--- config.mk ---
export PLATFORM = sky130hd
export DESIGN_NAME = pulse_saw_sound_generator_core
export DESIGN_NICKNAME = d
export VERILOG_FILES = /design/src/sv/psg_pkg.sv /design/src/sv/pulse_saw_sound_generator_core.sv
export SDC_FILE = /design/constraint.sdc
export NUM_CORES = 1
export LEC_CHECK = 0
export BUFFER_PORTS_ARGS = -buffer_cell sky130_fd_sc_hd__buf_2
export CAP_MARGIN = 20
export CORE_AREA = 2 2 159 115
export CTS_BUF_LIST = sky130_fd_sc_hd__clkbuf_2 sky130_fd_sc_hd__clkbuf_4 sky130_fd_sc_hd__clkbuf_8
export CTS_CLUSTER_DIAMETER = 200
export CTS_CLUSTER_SIZE = 20
export DETAILED_ROUTE_END_ITERATION = 8
export DIE_AREA = 0 0 161 117
export HOLD_SLACK_MARGIN = 0.15
export PLACE_DENSITY = 0.57
export SLEW_MARGIN = 5
export SYNTH_ARGS = -nofsm -noshare
export SYNTH_HDL_FRONTEND = slang
export SYNTH_SLANG_ARGS = --single-unit
--- constraint.sdc ---
create_clock -name clk -period 15.1 [get_ports clk]
set_clock_uncertainty 0.15 [all_clocks]
set_input_delay 3.02 -clock clk [delete_from_list [all_inputs] [get_ports clk]]
set_output_delay 3.02 -clock clk [all_outputs]
set_load 0.1 [all_outputs]
--- src/sv/psg_pkg.sv ---
// Package for the pulse/saw sound generator: channel count, command and register codes.
package psg_pkg;

  localparam int PULSE_CHANNELS = 2;

  localparam int PERIOD_W = 12;
  localparam int POS_W    = 4;
  localparam int VOL_W    = 4;
  localparam int THR_W    = 3;
  localparam int ACC_W    = 8;
  localparam int RATE_W   = 6;
  localparam int MIX_W    = 6;

  // item command
  localparam logic CMD_WRITE = 1'b0;
  localparam logic CMD_TICK  = 1'b1;

  // address bits 15:12 after the 0xF003 mask
  localparam logic [3:0] PAGE_PULSE0 = 4'h9;
  localparam logic [3:0] PAGE_SAW    = 4'hB;

  // address bits 1:0 after the 0xF003 mask
  localparam logic [1:0] REG_VOL    = 2'd0;
  localparam logic [1:0] REG_LOW    = 2'd1;
  localparam logic [1:0] REG_HIGH   = 2'd2;
  localparam logic [1:0] REG_GLOBAL = 2'd3;

  localparam logic [POS_W-1:0] POS_DISABLED = 4'd15;
  localparam logic [3:0]       SAW_STEPS    = 4'd14;

endpackage

--- src/sv/pulse_saw_sound_generator_core.sv ---
// Two-pulse, one-sawtooth sound generator core with registered mixed-level output.
//
//   channel  | signals                             | role
//   ---------+-------------------------------------+---------------------------------
//   in       | in_valid, in_ready, cmd, address,   | register write or one clock tick
//            | value                               |
//   out      | out_valid, out_ready, mix_level     | mixed level after each item
//
// One item per cycle while in_ready is high: an accepted item updates the channel
// state and the mixed level of the new state is registered into the output stage in
// the same edge. out_valid rises in the cycle after an item is accepted.
// in_ready is low only while a result sits in the output register and out_ready is low.
// rst (synchronous) clears all channel state and out_valid; mix_level is not reset.
module pulse_saw_sound_generator_core (
  input  logic        clk,
  input  logic        rst,
  input  logic        in_valid,
  output logic        in_ready,
  input  logic        cmd,
  input  logic [15:0] address,
  input  logic [7:0]  value,
  output logic        out_valid,
  input  logic        out_ready,
  output logic [5:0]  mix_level
);

  localparam int NCH = psg_pkg::PULSE_CHANNELS;

  logic [psg_pkg::PERIOD_W-1:0] pulse_counter   [NCH];
  logic [psg_pkg::PERIOD_W-1:0] pulse_period    [NCH];
  logic [psg_pkg::POS_W-1:0]    pulse_position  [NCH];
  logic [psg_pkg::VOL_W-1:0]    pulse_volume    [NCH];
  logic [psg_pkg::THR_W-1:0]    pulse_threshold [NCH];
  logic                         pulse_constant  [NCH];
  logic                         pulse_on        [NCH];

  logic [psg_pkg::PERIOD_W-1:0] pulse_counter_next   [NCH];
  logic [psg_pkg::PERIOD_W-1:0] pulse_period_next    [NCH];
  logic [psg_pkg::POS_W-1:0]    pulse_position_next  [NCH];
  logic [psg_pkg::VOL_W-1:0]    pulse_volume_next    [NCH];
  logic [psg_pkg::THR_W-1:0]    pulse_threshold_next [NCH];
  logic                         pulse_constant_next  [NCH];
  logic                         pulse_on_next        [NCH];

  logic                         halt_flag, halt_flag_next;
  logic [3:0]                   period_shift, period_shift_next;
  logic [psg_pkg::PERIOD_W-1:0] saw_counter, saw_counter_next;
  logic [psg_pkg::PERIOD_W-1:0] saw_period, saw_period_next;
  logic [3:0]                   saw_phase, saw_phase_next;
  logic [psg_pkg::ACC_W-1:0]    saw_accumulator, saw_accumulator_next;
  logic [psg_pkg::RATE_W-1:0]   saw_rate, saw_rate_next;
  logic                         saw_on, saw_on_next;

  logic                         accept;
  logic [3:0]                   page;
  logic [1:0]                   reg_sel;
  logic                         is_write;
  logic                         is_tick;
  logic [psg_pkg::PERIOD_W-1:0] pulse_reload [NCH];
  logic [3:0]                   saw_phase_inc;
  logic [psg_pkg::MIX_W-1:0]    mix_next;

  assign in_ready = !out_valid || out_ready;
  assign accept   = in_valid && in_ready;
  assign page     = address[15:12];
  assign reg_sel  = address[1:0];
  assign is_write = accept && (cmd == psg_pkg::CMD_WRITE);
  assign is_tick  = accept && (cmd == psg_pkg::CMD_TICK);

  always_comb begin
    halt_flag_next       = halt_flag;
    period_shift_next    = period_shift;
    saw_counter_next     = saw_counter;
    saw_period_next      = saw_period;
    saw_phase_next       = saw_phase;
    saw_accumulator_next = saw_accumulator;
    saw_rate_next        = saw_rate;
    saw_on_next          = saw_on;
    saw_phase_inc        = saw_phase + 4'd1;

    for (int ch = 0; ch < NCH; ch++) begin
      pulse_counter_next[ch]   = pulse_counter[ch];
      pulse_period_next[ch]    = pulse_period[ch];
      pulse_position_next[ch]  = pulse_position[ch];
      pulse_volume_next[ch]    = pulse_volume[ch];
      pulse_threshold_next[ch] = pulse_threshold[ch];
      pulse_constant_next[ch]  = pulse_constant[ch];
      pulse_on_next[ch]        = pulse_on[ch];
      pulse_reload[ch]         = pulse_period[ch] >> period_shift;

      if (is_write && page == 4'(psg_pkg::PAGE_PULSE0 + 4'(ch))) begin
        unique case (reg_sel)
          psg_pkg::REG_VOL: begin
            pulse_volume_next[ch]    = value[3:0];
            pulse_threshold_next[ch] = value[6:4];
            pulse_constant_next[ch]  = value[7];
          end
          psg_pkg::REG_LOW: begin
            pulse_period_next[ch][7:0] = value;
          end
          psg_pkg::REG_HIGH: begin
            pulse_period_next[ch][11:8] = value[3:0];
            pulse_on_next[ch]           = value[7];
            if (!value[7]) begin
              pulse_position_next[ch] = psg_pkg::POS_DISABLED;
            end
          end
          default: begin
            // global control on the first page is handled below
          end
        endcase
      end

      if (is_tick && !halt_flag) begin
        if (pulse_counter[ch] == '0) begin
          pulse_counter_next[ch] = pulse_reload[ch];
          if (pulse_on[ch]) begin
            pulse_position_next[ch] = pulse_position[ch] - 4'd1;
          end
        end else begin
          pulse_counter_next[ch] = pulse_counter[ch] - 12'd1;
        end
      end
    end

    if (is_write && page == psg_pkg::PAGE_PULSE0 && reg_sel == psg_pkg::REG_GLOBAL) begin
      halt_flag_next = value[0];
      priority if (value[2]) begin
        period_shift_next = 4'd8;
      end else if (value[1]) begin
        period_shift_next = 4'd4;
      end else begin
        period_shift_next = 4'd0;
      end
    end

    if (is_write && page == psg_pkg::PAGE_SAW) begin
      unique case (reg_sel)
        psg_pkg::REG_VOL: begin
          saw_rate_next = value[5:0];
        end
        psg_pkg::REG_LOW: begin
          saw_period_next[7:0] = value;
        end
        psg_pkg::REG_HIGH: begin
          saw_period_next[11:8] = value[3:0];
          saw_on_next           = value[7];
          if (!value[7]) begin
            saw_accumulator_next = '0;
          end
        end
        default: begin
          // no saw register at this slot
        end
      endcase
    end

    if (is_tick) begin
      if (saw_counter == '0) begin
        saw_counter_next = saw_period;
        saw_phase_next   = saw_phase_inc;
        if (saw_phase[0]) begin
          saw_accumulator_next = saw_accumulator + 8'(saw_rate);
        end
        // end of the sawtooth cycle: restart the ramp
        if (saw_phase_inc >= psg_pkg::SAW_STEPS) begin
          saw_phase_next       = '0;
          saw_accumulator_next = '0;
        end
      end else begin
        saw_counter_next = saw_counter - 12'd1;
      end
    end

    mix_next = '0;
    for (int ch = 0; ch < NCH; ch++) begin
      if (pulse_on_next[ch] && (pulse_constant_next[ch] ||
          pulse_position_next[ch] <= 4'(pulse_threshold_next[ch]))) begin
        mix_next = mix_next + 6'(pulse_volume_next[ch]);
      end
    end
    if (saw_on_next) begin
      mix_next = mix_next + 6'(saw_accumulator_next[7:3]);
    end
  end

  always_ff @(posedge clk) begin
    if (rst) begin
      for (int ch = 0; ch < NCH; ch++) begin
        pulse_counter[ch]   <= '0;
        pulse_period[ch]    <= '0;
        pulse_position[ch]  <= '0;
        pulse_volume[ch]    <= '0;
        pulse_threshold[ch] <= '0;
        pulse_constant[ch]  <= 1'b0;
        pulse_on[ch]        <= 1'b0;
      end
      halt_flag       <= 1'b0;
      period_shift    <= '0;
      saw_counter     <= '0;
      saw_period      <= '0;
      saw_phase       <= '0;
      saw_accumulator <= '0;
      saw_rate        <= '0;
      saw_on          <= 1'b0;
      out_valid       <= 1'b0;
    end else begin
      for (int ch = 0; ch < NCH; ch++) begin
        pulse_counter[ch]   <= pulse_counter_next[ch];
        pulse_period[ch]    <= pulse_period_next[ch];
        pulse_position[ch]  <= pulse_position_next[ch];
        pulse_volume[ch]    <= pulse_volume_next[ch];
        pulse_threshold[ch] <= pulse_threshold_next[ch];
        pulse_constant[ch]  <= pulse_constant_next[ch];
        pulse_on[ch]        <= pulse_on_next[ch];
      end
      halt_flag       <= halt_flag_next;
      period_shift    <= period_shift_next;
      saw_counter     <= saw_counter_next;
      saw_period      <= saw_period_next;
      saw_phase       <= saw_phase_next;
      saw_accumulator <= saw_accumulator_next;
      saw_rate        <= saw_rate_next;
      saw_on          <= saw_on_next;
      if (accept) begin
        out_valid <= 1'b1;
      end else if (out_ready) begin
        out_valid <= 1'b0;
      end
    end
  end

  // result payload: load on every accepted item
  always_ff @(posedge clk) begin
    if (accept) begin
      mix_level <= mix_next;
    end
  end

  a_phase_range: assert property (@(posedge clk) disable iff (rst)
    saw_phase < psg_pkg::SAW_STEPS)
    else $error("saw phase left its 14-step range");

  a_saw_off_clears: assert property (@(posedge clk) disable iff (rst)
    (is_write && page == psg_pkg::PAGE_SAW && reg_sel == psg_pkg::REG_HIGH && !value[7])
    |=> (saw_accumulator == '0 && !saw_on))
    else $error("saw disable did not clear the accumulator");

  a_halt_freezes: assert property (@(posedge clk) disable iff (rst)
    (is_tick && halt_flag) |=> (pulse_counter[0] == $past(pulse_counter[0])))
    else $error("pulse divider moved while halted");

  a_stall_only_when_full: assert property (@(posedge clk) disable iff (rst)
    !in_ready |-> (out_valid && !out_ready))
    else $error("input stalled without a pending result");

  a_mix_range: assert property (@(posedge clk) disable iff (rst)
    out_valid |-> (mix_level <= 6'd61))
    else $error("mixed level out of range");

endmodule
### Yosys cells after proc, flatten, opt, wreduce, memory -nomap -nowiden

Memories as Yosys holds them, arrays and structs flattened.
Index checks and enable logic that the tools add are counted.

* register bits: 55
* memory bits (writable): 74
* input port bits: 29
* output and inout port bits: 8
* logic and storage cells: 150
* memories: 7

* $add $sub $neg: 9
* $lt $le $gt $ge: 3
* equal/unequal tests: 6
* shifts and indexed selects: 2
* multiplexer cells: 73
* bitwise logic cells: 15
* reductions and logical operators: 24

Memories
* pulse_counter: depth 2, bits a word 12, read ports 2, clocked after memory_dff 0, wr ports 2, line pulse_saw_sound_generator_core.sv:29 `logic [psg_pkg::PERIOD_W-1:0] pulse_counter [NCH];`
* pulse_period: depth 2, bits a word 12, read ports 2, clocked after memory_dff 0, wr ports 2, line pulse_saw_sound_generator_core.sv:30 `logic [psg_pkg::PERIOD_W-1:0] pulse_period [NCH];`
* pulse_position: depth 2, bits a word 4, read ports 2, clocked after memory_dff 0, wr ports 2, line pulse_saw_sound_generator_core.sv:31 `logic [psg_pkg::POS_W-1:0] pulse_position [NCH];`
* pulse_volume: depth 2, bits a word 4, read ports 2, clocked after memory_dff 0, wr ports 2, line pulse_saw_sound_generator_core.sv:32 `logic [psg_pkg::VOL_W-1:0] pulse_volume [NCH];`
* pulse_threshold: depth 2, bits a word 3, read ports 2, clocked after memory_dff 0, wr ports 2, line pulse_saw_sound_generator_core.sv:33 `logic [psg_pkg::THR_W-1:0] pulse_threshold [NCH];`
* pulse_constant: depth 2, bits a word 1, read ports 2, clocked after memory_dff 0, wr ports 2, line pulse_saw_sound_generator_core.sv:34 `logic pulse_constant [NCH];`
* +1 memories

Operators with widths (count)
* $mux W12: 11
* $mux W4: 25
* $mux W8: 9
* $logic_not A12 Y1: 3
* $sub A12 B1 Y12 const B: 3
* $shr A12 B4 Y12: 2
* $mux W3: 7
* $mux W1: 19
* $or A1 B1 Y1: 14
* $eq A4 B4 Y1 const B: 3
* $mux W6: 2
* $logic_and A1 B1 Y1: 10
* $add A8 B6 Y8: 1
* $le A4 B3 Y1: 2
* $reduce_and A2 Y1: 4
* $sub A4 B1 Y4 const B: 2
* $add A6 B4 Y6: 1
* $add A6 B5 Y6: 1
* $add A4 B1 Y4 const B: 1
* $eq A2 B2 Y1 const B: 2
* $ge A4 B4 Y1 const B: 1
* $logic_or A1 B1 Y1: 3
* $eq A2 B1 Y1 const B: 1
* $logic_not A1 Y1: 2
* other kinds (3): 3

### Logic depth before layout (Yosys ltp)

Gate-level depths: netlist of the first run.

* depth after elaboration: 17
* gate-level depth with buffers: 25
* depth with buffers taken out: 25

### Worst setup path after synthesis of the first run

No wires, ideal clock.

* path kind: input to register
* start point: input port out_ready
* end point: register mix_level[3], data pin
* setup time: 0.260 ns
* data arrival time: 7.473 ns
* data required time: 14.690 ns
* slack: 7.217 ns
* cell stages on the path: 22
* path buffers: 1
* path through: nor2b_1 inv_1 buf_2 nand4_1 mux2i_1 ha_1 nor2b_1 o21ai_0 a32oi_1 o31a_1 nor3_1 ha_1 inv_1 fa_1 inv_1 mux2i_1 inv_1 ha_1 a21o_1 a21oi_1 xnor2_1 mux2_2

* cells in the longest elaborated chain, start to end: 16
* elaborated cells between the ends (all ways): 41
* those cells by class: add/sub: 2; order compare: 2; mux: 25; reduce/logical: 12

RTL lines
* from (decl): line pulse_saw_sound_generator_core.sv:23 `input logic out_ready,`
* $logic_or A1 B1 Y1 *: line pulse_saw_sound_generator_core.sv:63 `assign in_ready = !out_valid || out_ready;`
* net in_ready: line pulse_saw_sound_generator_core.sv:18 `output logic in_ready,`
* $logic_and A1 B1 Y1 *: line pulse_saw_sound_generator_core.sv:64 `assign accept = in_valid && in_ready;`
* $logic_and A1 B1 Y1: line pulse_saw_sound_generator_core.sv:67 `assign is_write = accept && (cmd == psg_pkg::CMD_WRITE);`
* $logic_and A1 B1 Y1: line pulse_saw_sound_generator_core.sv:91 `if (is_write && page == 4'(psg_pkg::PAGE_PULSE0 + 4'(ch))) begin`
* $mux W4: line pulse_saw_sound_generator_core.sv:91
* $mux W4: line pulse_saw_sound_generator_core.sv:117 `if (pulse_on[ch]) begin`
* $mux W4: line pulse_saw_sound_generator_core.sv:115 `if (pulse_counter[ch] == '0) begin`
* [... 2 more ...]
* $logic_or A1 B1 Y1: line pulse_saw_sound_generator_core.sv:177 `if (pulse_on_next[ch] && (pulse_constant_next[ch] ||`
* $logic_and A1 B1 Y1: line pulse_saw_sound_generator_core.sv:177
* $mux W4: line pulse_saw_sound_generator_core.sv:177
* $add A6 B4 Y6: line pulse_saw_sound_generator_core.sv:179 `mix_next = mix_next + 6'(pulse_volume_next[ch]);`
* $mux W6: line pulse_saw_sound_generator_core.sv:177
* $add A6 B5 Y6: line pulse_saw_sound_generator_core.sv:183 `mix_next = mix_next + 6'(saw_accumulator_next[7:3]);`
* $mux W6 *: line pulse_saw_sound_generator_core.sv:182 `if (saw_on_next) begin`
* net mix_next, one bit: line pulse_saw_sound_generator_core.sv:61 `logic [psg_pkg::MIX_W-1:0] mix_next;`
* to (signal assigned): line pulse_saw_sound_generator_core.sv:236 `mix_level <= mix_next;`
* to (decl): line pulse_saw_sound_generator_core.sv:24 `output logic [5:0] mix_level`

Mark *: on every way through the listed nets, which the timed path passes. The rest lies on a longest branch.
A chain may end at the register's enable or synchronous reset.

==> out/qor.csv, run 1 <==
metric;value;unit
clkTransAtPathRegs;0.08;ns
post_cts_buffers;0;
end_kind;flop;
design_area;7490;um^2
fillers;1779;
dr.pass1.iters;5;
dr.first_iter.drc_count;354;
multi_input_area;3920;um^2
pwr-share-clk;0.302;
whs_path_depth;2;
maxSlewViolCount;0;
place_ws;6.71;ns
die_y;117;um
ios;37;
clockBufferDepth;2;
yosys.area.top_type_share;0.356;
cap_violations;0;
numCtsBuffers;17;
cts_max_level;4;
grt_max_degree;70;
tritoncts;built;
ant_nets;0;
place_area;7130;um^2
p_comb_frac;0.276;
grt_pass1_wl;27300;um
synth.area.top_cells;dfxtp_1 (36%), mux2i_1 (10%), nor2_1 (6.6%);
diodes;0;
regArea;2600;um^2
gr-total-overflow;0;
clock_latency;0.43;ns
area_growth;9.92;%
min_period;7.98;ns
yosysTopAreaCell;dfxtp_1;
netSwitchingPower;323;uW
ir_drop;0.0465;mV
status;finished clean;
yosys_warnings;0;
synth_cells;814;
io_buffer_count;26;
netlist_area;6810;um^2
die_area;18800;um^2
synth_cell_type_count;53;
gp_congestion;0.835;
layout_common_cells;dfxtp_1 (121), nor2_1 (119), mux2i_1 (71);
max_freq;125;MHz
internal_power;587;uW
relSlewSlack;0.373;
hp-class;reg2reg;
grt_antenna_before_repair;0;
cp_max_fo;16;
finalNetCount;883;
startpoint_type;input port;
fin_ws;7.12;ns
r2r_cells;24;
syn_nets;875;
seqPwrFrac;0.422;
clockRootBuffer;clkbuf_8;
initial_core_util;0.391;
hold_buffers;0;
grt_use_total;0.183;
layout_commonest_cell;dfxtp_1;
syn_area_per_cell;8.37;um^2
drcViolationCount;0;
wl;16500;um
min_period_over_period;0.528;
vias_per_cell;5.20;
cp.required;15.11;ns
setup_tns;0;ns
powerDensity;122;nW/um^2
rsz0062_at_grt;false;
setup_viol;0;
post-dp-hpwl;11400;um
drive_gt1_frac;0.0983;
worstPathArrival;7.99;ns
ys_seq_area_frac;0.382;
grt_pass1_vias;5052;
cts_resized;0;
ys_ff_latch;127;
worst-setup-path-type;in2reg;
swShare;0.355;
core-area;17400;um^2
vias;5567;
worst_pin_slew;0.939;ns
hold_viol_final;0;
ys.flop_type;dfxtp_1;
wl_per_cell;15.4;um
synthArstFlopShare;0;
num_rows;41;
cts.sinks;127;
total_leakage_power;0.00310;uW
synth-edff-count;6;
die_w;161;um
-- power groups by stage --
| stage | logic, uW | clock network, uW | registers, uW |
|---|---|---|---|
| final | 251 | 275 | 384 |
| after global routing | 284 | 295 | 387 |
| after global placement | 249 | 0 | 391 |
| after floorplan | 190 | 0 | 390 |
| after detailed placement | 248 | 0 | 391 |
| after CTS | 250 | 281 | 383 |
-- critical path, cell delays in order --
cell	delay [ns]
buf_2	0.09
nor2b_1	0.33
inv_1	0.33
and3_1	0.43
nand2_1	0.19
nand2_1	0.08
o21a_1	0.12
o22a_1	0.21
ha_1	0.31
o21ai_0	0.08
a32oi_1	0.09
o31a_1	0.33
nor3_1	0.24
ha_1	0.21
inv_1	0.06
fa_1	0.47
inv_1	0.04
mux2i_1	0.27
inv_1	0.08
ha_1	0.27
a21o_1	0.15
a21oi_1	0.22
nor2b_1	0.07
o21ai_0	0.17
a21oi_1	0.09
-- kinds of logic after synthesis --
family / Yosys count / share of synthesized area
simple gates: 317 / 0.225
compound gates: 162 / 0.145
flops: 127 / 0.382
mux: 82 / 0.122
buf+inv: 79 / 0.0441
fa+ha+maj: 32 / 0.0621
xor+xnor: 15 / 0.0193
-- final timing paths --
path,start,end,slack [ns]
max,out_ready,mix_level[5],7.12
min,pulse_period[0][0],pulse_period[0][0],0.32
max reg2reg,out_valid,mix_level[5],9.47
min reg2reg,pulse_period[0][0],pulse_period[0][0],0.32
-- synthesized netlist by cell type (3+ instances only) --
library cell	n
o21a_1	3
and2_1	5
a32oi_1	5
dfxtp_1	121
xor2_1	3
a22oi_1	5
a21o_1	9
ha_1	29
o31ai_1	3
or3_1	9
nor2_1	119
nand4_1	5
fa_1	3
or4_4	3
a211oi_1	10
nand2_1	57
mux2_2	10
and3_1	4
inv_1	36
nand2b_1	5
clkbuf_1	40
a21boi_0	3
xnor2_1	12
a31oi_1	5
a21oi_1	65
nor4_1	6
nor2b_1	27
nor3_1	36
buf_2	3
o21ai_0	38
edfxtp_1	6
mux2i_1	71
nand3_1	28
-- per-layer routing --
metal,global-route usage,share of wire,vias up
li1,-,-,2893
met1,0.292,0.57,2567
met2,0.252,0.39,98
met3,0.0321,0.037,9
met4,0.0440,0.0063,0
met5,0,0,-
-- final cells by class --
cell class | count | share of cell area
clock buffer | 20 | 0.0359
clock inverter | 11 | 0.0125
inverter | 36 | 0.0180
multi-input combinational | 608 | 0.523
sequential | 127 | 0.348
tap | 236 | 0.0394
timing repair buffer | 32 | 0.0237
-- sequential cells by signal, indices dropped and copies added (netlist names) --
signal / count
pulse_counter: 24
pulse_period: 24
saw_counter: 12
saw_period: 12
pulse_position: 8
pulse_volume: 8
saw_accumulator: 8
mix_level: 6
pulse_threshold: 6
saw_rate: 6
saw_phase: 4
period_shift: 2
pulse_constant: 2
pulse_on: 2
halt_flag: 1
out_valid: 1
saw_on: 1
-- through the flow --
stage                      util  std cells  hold WS (ns)  total power, uW
final                     0.429       1070         0.317              910
after global routing      0.429       1070         0.331              967
after CTS                 0.429       1070         0.317              914
after detailed placement  0.409       1039         0.304              639
after global placement    0.409       1039         0.300              640
after floorplan               -        814         0.286              579
(Power assumes the default switching activity.)
==> run 2: changes to the inputs <==
--- a/config.mk
+++ b/config.mk
@@ -5,14 +5,15 @@
 export SDC_FILE = /design/constraint.sdc
 export NUM_CORES = 1
 export LEC_CHECK = 0
+export ABC_AREA = 1
 export BUFFER_PORTS_ARGS = -buffer_cell sky130_fd_sc_hd__buf_2
 export CAP_MARGIN = 20
-export CORE_AREA = 2 2 159 115
+export CORE_AREA = 2 2 163 117
 export CTS_BUF_LIST = sky130_fd_sc_hd__clkbuf_2 sky130_fd_sc_hd__clkbuf_4 sky130_fd_sc_hd__clkbuf_8
 export CTS_CLUSTER_DIAMETER = 200
 export CTS_CLUSTER_SIZE = 20
 export DETAILED_ROUTE_END_ITERATION = 8
-export DIE_AREA = 0 0 161 117
+export DIE_AREA = 0 0 165 119
 export HOLD_SLACK_MARGIN = 0.15
 export PLACE_DENSITY = 0.57
 export SLEW_MARGIN = 5
==> constraint.sdc (replaced) <==
create_clock -name clk -period 7.4 [get_ports clk]
set_clock_uncertainty 0.15 [all_clocks]
set_input_delay 1.48 -clock clk [delete_from_list [all_inputs] [get_ports clk]]
set_output_delay 1.48 -clock clk [all_outputs]
set_load 0.1 [all_outputs]
==> run 2 against run 1 <==
Net effect: critical path depth up 8; largest power group unchanged; critical endpoint unchanged; highest routed layer unchanged; sequential cell count unchanged; sequential share of layout area down 2.0 points; global-route usage up 0.54 points.
==> out/qor.csv, run 2 <==
metric;value;unit;change
status;finished clean;;
synth_cell_type_count;51;;-3.8%
min_period_over_period;0.801;;
post-dp-hpwl;12500;um;+9.4%
hold_viol_final;0;;unchanged
ios;37;;unchanged
instances_no_fill;1268;;+19%
worstPathArrival;5.96;ns;-2.03 ns
drcViolationCount;0;;unchanged
initial_core_util;0.391;;about the same
layout_commonest_cell;inv_1;;
cap_violations;0;;unchanged
post_cts_buffers;0;;unchanged
grt_antenna_before_repair;0;;unchanged
synthArstFlopShare;0;;unchanged
min_period;5.93;ns;
tritoncts;built;;
yosysTopAreaCell;dfxtp_1;;
grt_pass1_wl;29000;um;+6.3%
grt_pass1_vias;5707;;+13%
numCtsBuffers;17;;unchanged
dr.first_iter.drc_count;374;;+5.6%
die_area;19600;um^2;+4.2%
diodes;0;;unchanged
yosys.area.top_type_share;0.338;;-0.0174
finalNetCount;1074;;+22%
gr-total-overflow;0;;unchanged
cts_max_level;4;;unchanged
startpoint_type;input port;;
synth.area.top_cells;dfxtp_1 (34%), inv_1 (7.5%), nand2_1 (6.6%);;
num_rows;42;;+2.4%
synth_most_common_cell;inv_1;;
core-area;18300;um^2;+5.2%
synth_cells;993;;+22%
io_buffer_count;26;;unchanged
vias_per_cell;4.93;;-5.3%
p_total;1790;uW;+97%
die_w;165;um;+2.5%
hold_buffers;0;;unchanged
grt_use_total;0.189;;+0.00535
netlist_area;7160;um^2;+5.2%
synth-edff-count;6;;unchanged
maxSlewViolCount;0;;unchanged
clock_latency;0.45;ns;+0.02 ns
dr.pass1.iters;4;;-1
cts.sinks;127;;unchanged
yosys_warnings;0;;unchanged
relSlewSlack;0.425;;+0.0523
hp-class;reg2reg;;
clkTransAtPathRegs;0.07;ns;about the same
worst_pin_slew;0.859;ns;-0.0797 ns
vias;6245;;+12%
ys_ff_latch;127;;unchanged
total_leakage_power;0.00356;uW;+15%
largest_registers;pulse_counter (24), pulse_period (24);;
slowest_stage;fa_1;;
layout_common_cells;inv_1 (144), nand2_1 (126), dfxtp_1 (121);;
ys.flop_type;dfxtp_1;;
rsz0062_at_grt;false;;
setup_tns;0;ns;unchanged
end_kind;flop;;
cp.required;7.44;ns;-7.67 ns
clockBufferDepth;2;;unchanged
placedCellCount;1236;;+19%
syn_area_per_cell;7.21;um^2;-14%
worst-setup-path-type;in2reg;;
wl_per_cell;14.0;um;-9.6%
cts_resized;0;;unchanged
synth_commonest_cells;inv_1 (144), nand2_1 (126), dfxtp_1 (121), nor2_1 (114), o21ai_0 (90);;
wl;17700;um;+7.2%
drive_gt1_frac;0.122;;+0.0235
die_y;119;um;+1.7%
powerDensity;225;nW/um^2;+85%
syn_nets;1054;;+20%
max_freq;169;MHz;
cp_slowest_stage_delay;0.39;ns;-0.08 ns
cp_max_fo;12;;-4
ir_drop;0.0960;mV;+110%
ant_nets;0;;unchanged
gp_congestion;0.813;;-2.6%
ys_seq_area_frac;0.363;;-0.0187
final_util;0.433;;+0.00407
clockRootBuffer;clkbuf_8;;
area_growth;11.0;%;
setup_viol;0;;unchanged
grt_max_degree;66;;-5.7%
==> run 2: per-stage QoR <==
step	cell area, um^2	hold WS [ns]	worst slack, ns
CTS	7950	0.312	1.47
global placement	7510	0.296	1.05
floorplan	7160	0.274	1.59
global route	7950	0.327	0.934
finish	7950	0.311	1.47
detailed placement	7510	0.301	1.03
==> run 2: worst paths after layout <==
path,startpoint,to,slack [ns],cells after the start
setup / recovery,out_ready,mix_level[5],1.47,33
hold / removal,saw_period[4],saw_period[4],0.31,2
setup reg to reg,pulse_counter[0][0],mix_level[5],1.80,30
hold reg to reg,saw_period[4],saw_period[4],0.31,2
==> run 2: area by class of cell <==
type,instances,area [um^2]
Sequential cell,127,2600
Timing Repair Buffer,31,168
Clock inverter,11,164
Tap cell,242,303
Fill cell,1902,10400
Clock buffer,21,270
Multi-Input combinational cell,673,3830
Inverter,163,614
==> run 2: kinds of logic (layout without fill, tap and decap cells) <==
kind of cell               count (synthesis)  in the layout  share of synthesized area
AOI/OAI and AO/OA                        242            242                      0.192
adders and majority gates                 32             32                     0.0590
xor gates and xnor gates                  24             24                     0.0293
buffers and inverters                    193            226                      0.103
and+or+nand+nor                          373            373                      0.251
DFF                                      127            127                      0.363
muxes                                      2              2                    0.00279
==> run 2: power breakdown <==
part           total, uW  switching [uW]  internal, uW
combinational        367             253           114
sequential           751            31.0           720
clock                672             287           385
total               1790             572          1220
==> run 2: worst max-delay path, delay by kind of cell <==
| kind | cells | cell delay, ns |
|---|---|---|
| simple gates | 13 | 1.17 |
| compound gates | 7 | 1.17 |
| fa+ha+maj | 4 | 1.11 |
| buf+inv | 8 | 0.85 |
| xor+xnor | 1 | 0.17 |
==> run 2: routing by layer <==
layer	wire [um]	track usage	part of all wire
met1	9790	0.285	0.55
met2	7120	0.271	0.40
met3	606	0.0387	0.034
met4	181	0.0500	0.010
met5	0	0	0
==> run 3: changes to the inputs <==
--- a/config.mk
+++ b/config.mk
@@ -15,7 +15,7 @@
 export DETAILED_ROUTE_END_ITERATION = 8
 export DIE_AREA = 0 0 165 119
 export HOLD_SLACK_MARGIN = 0.15
-export PLACE_DENSITY = 0.57
+export PLACE_DENSITY = 0.59
 export SLEW_MARGIN = 5
 export SYNTH_ARGS = -nofsm -noshare
 export SYNTH_HDL_FRONTEND = slang
==> constraint.sdc (replaced) <==
create_clock -name clk -period 4.8 [get_ports clk]
set_clock_uncertainty 0.15 [all_clocks]
set_input_delay 0.96 -clock clk [delete_from_list [all_inputs] [get_ports clk]]
set_output_delay 0.96 -clock clk [all_outputs]
set_load 0.1 [all_outputs]
==> run 3 against run 2 <==
Net effect: worst setup slack got worse by 1.2 ns; clock power grew 39%; sequential power rose by 54%; highest routed layer unchanged; design area grew 7.6%; register-to-register slack worse by 1.5 ns; sequential cell count stayed put; critical endpoint unchanged; largest power group unchanged; critical path type unchanged.
==> out/qor.csv, run 3 (synthesized netlist as in run 2, its figures left out) <==
metric;value;unit;change
worst-setup-path-type;in2reg;;
grt_max_degree;65;;-1.5%
whs_path_depth;2;;unchanged
clockBufferDepth;2;;unchanged
vias_per_cell;4.88;;-0.94%
min_period_over_period;0.950;;
relSlewSlack;0.482;;+0.0568
gp_congestion;0.826;;+1.5%
pwr-share-clk;0.346;;-0.029
r2r_slack;0.32;ns;-1.48 ns
cts.sinks;127;;unchanged
reg2reg_to;mix_level[5];;
setup_tns;0;ns;unchanged
gr-total-overflow;0;;unchanged
ios;37;;unchanged
diodes;0;;unchanged
clkTransAtPathRegs;0.07;ns;about the same
netSwitchingPower;894;uW;+56%
initial_core_util;0.391;;unchanged
powerDensity;317;nW/um^2;+41%
die_w;165;um;unchanged
num_rows;42;;unchanged
p_comb_frac;0.227;;+0.022
r2r_cells;30;;unchanged
grt_antenna_before_repair;0;;unchanged
vias;6489;;+3.9%
dr.first_iter.drc_count;518;;+39%
grt_use_total;0.197;;+0.00811
p_total;2710;uW;+51%
cp_slowest_stage_delay;0.38;ns;about the same
die_y;119;um;unchanged
post-dp-hpwl;13400;um;+7.1%
hold_end;saw_counter[11];;
slowest_stage;fa_2;;
r2r_start;pulse_counter[0][0];;
min_period;4.56;ns;
swShare;0.330;;+0.0109
grt_pass1_vias;5863;;+2.7%
worst_pin_slew;0.777;ns;-0.0820 ns
dr.pass1.iters;5;;+1
placedCellCount;1293;;+4.6%
setup_viol;0;;unchanged
wl;18600;um;+5.2%
area_growth;19.4;%;
finalNetCount;1136;;+5.8%
instances_no_fill;1330;;+4.9%
cap_violations;0;;unchanged
io_buffer_count;26;;unchanged
layout_common_cells;inv_1 (139), nand2_1 (121), dfxtp_1 (120);;
clock_latency;0.45;ns;about the same
rsz0062_at_grt;true;;
cts_max_level;4;;unchanged
tritoncts;built;;
startpoint_type;input port;;
ant_nets;0;;unchanged
max_freq;219;MHz;
hp-class;reg2reg;;
layout_commonest_cell;inv_1;;
place_area;8000;um^2;+6.5%
hold_buffers;0;;unchanged
wl_per_cell;14.0;um;+0.29%
cp.required;4.83;ns;-2.61 ns
numCtsBuffers;17;;unchanged
cp_max_fo;4;;-8
clockRootBuffer;clkbuf_8;;
grt_pass1_wl;30400;um;+4.7%
maxSlewViolCount;0;;unchanged
worstPathArrival;4.59;ns;-1.37 ns
status;finished clean;;
final_util;0.466;;+0.0329
seqPwrFrac;0.428;;+0.008
internal_power;1810;uW;+49%
hold_viol_final;0;;unchanged
end_kind;flop;;
total_leakage_power;0.00382;uW;+7.5%
drive_gt1_frac;0.200;;+0.0785
cpMostUsedCell;inv_2;;
largest_registers;pulse_counter (24), pulse_period (24);;
die_area;19600;um^2;unchanged
min-delay-start;saw_period[11];;
design_area;8550;um^2;+7.6%
ir_drop;0.193;mV;+100%
core-area;18300;um^2;unchanged
drcViolationCount;0;;unchanged
run 3: cell types whose count changed in the layout (fill, tap and decap cells not counted), sizes merged:
| cell | previous run | this run |
|---|---|---|
| buf | 31 | 93 |
| clkinvlp | 2 | 4 |
| bufinv | 4 | 2 |
run 3: how the worst max path moves through the flow:
stage	from	cells past startpoint	to	slack (ns)
after global routing	pulse_counter[0][0]	31	mix_level[5]	-0.04
after global placement	address[14]	31	mix_level[5]	-0.21
after detailed placement	address[14]	27	mix_level[4]	-0.26
final	out_ready	32	mix_level[5]	0.24
after floorplan	out_ready	31	mix_level[5]	0.005
after CTS	pulse_counter[0][0]	27	mix_level[4]	0.15
run 3: timing repair:
| action | CTS | global route |
|---|---|---|
| endpoints found under the setup margin | 0 | 5 |
| resized for setup | 0 | 31 |
| hold endpoints to repair | 0 | 0 |
| buffers inserted | 0 | 5 |
run 3: layout make-up:
type | instances | area [um^2]
clock buffer | 21 | 277
clock inverter | 11 | 115
fill | 1841 | 9790
inverter | 163 | 617
multi-input combinational | 673 | 4000
sequential | 127 | 2600
tap | 242 | 303
timing repair buffer | 93 | 639
run 3: routing by layer:
metal / wire (um) / share of wire / global-route usage
met4: 155 / 0.0083 / 0.0462
met2: 7320 / 0.39 / 0.265
met5: 0 / 0 / 0
met1: 10400 / 0.56 / 0.314
met3: 758 / 0.041 / 0.0401
run 3: per-stage QoR:
stage	hold slack (ns)	setup slack, ns
finish	0.305	0.239
global route	0.336	-0.0423
CTS	0.305	0.154
detailed placement	0.305	-0.264
global placement	0.302	-0.209
floorplan	0.274	0.00482
run 3: power by group through the flow:
| stage | Combinational, uW | Sequential [uW] | Clock, uW |
|---|---|---|---|
| 6_report | 614 | 1160 | 936 |
| 4_1_cts | 599 | 1160 | 957 |
| 2_1_floorplan | 429 | 1190 | 0 |
| 3_5_place_dp | 595 | 1180 | 0 |
| 3_3_place_gp | 594 | 1180 | 0 |
| 5_1_grt | 686 | 1160 | 1000 |
run 3: critical path: cells and delay by family:
| family | cells | cell delay (ns) |
|---|---|---|
| AND/OR/NAND/NOR | 13 | 1.13 |
| buffers and inverters | 7 | 0.48 |
| XOR/XNOR | 1 | 0.16 |
| AO/OA/AOI/OAI | 7 | 0.90 |
| adder cells (fa/ha/maj) | 4 | 0.96 |
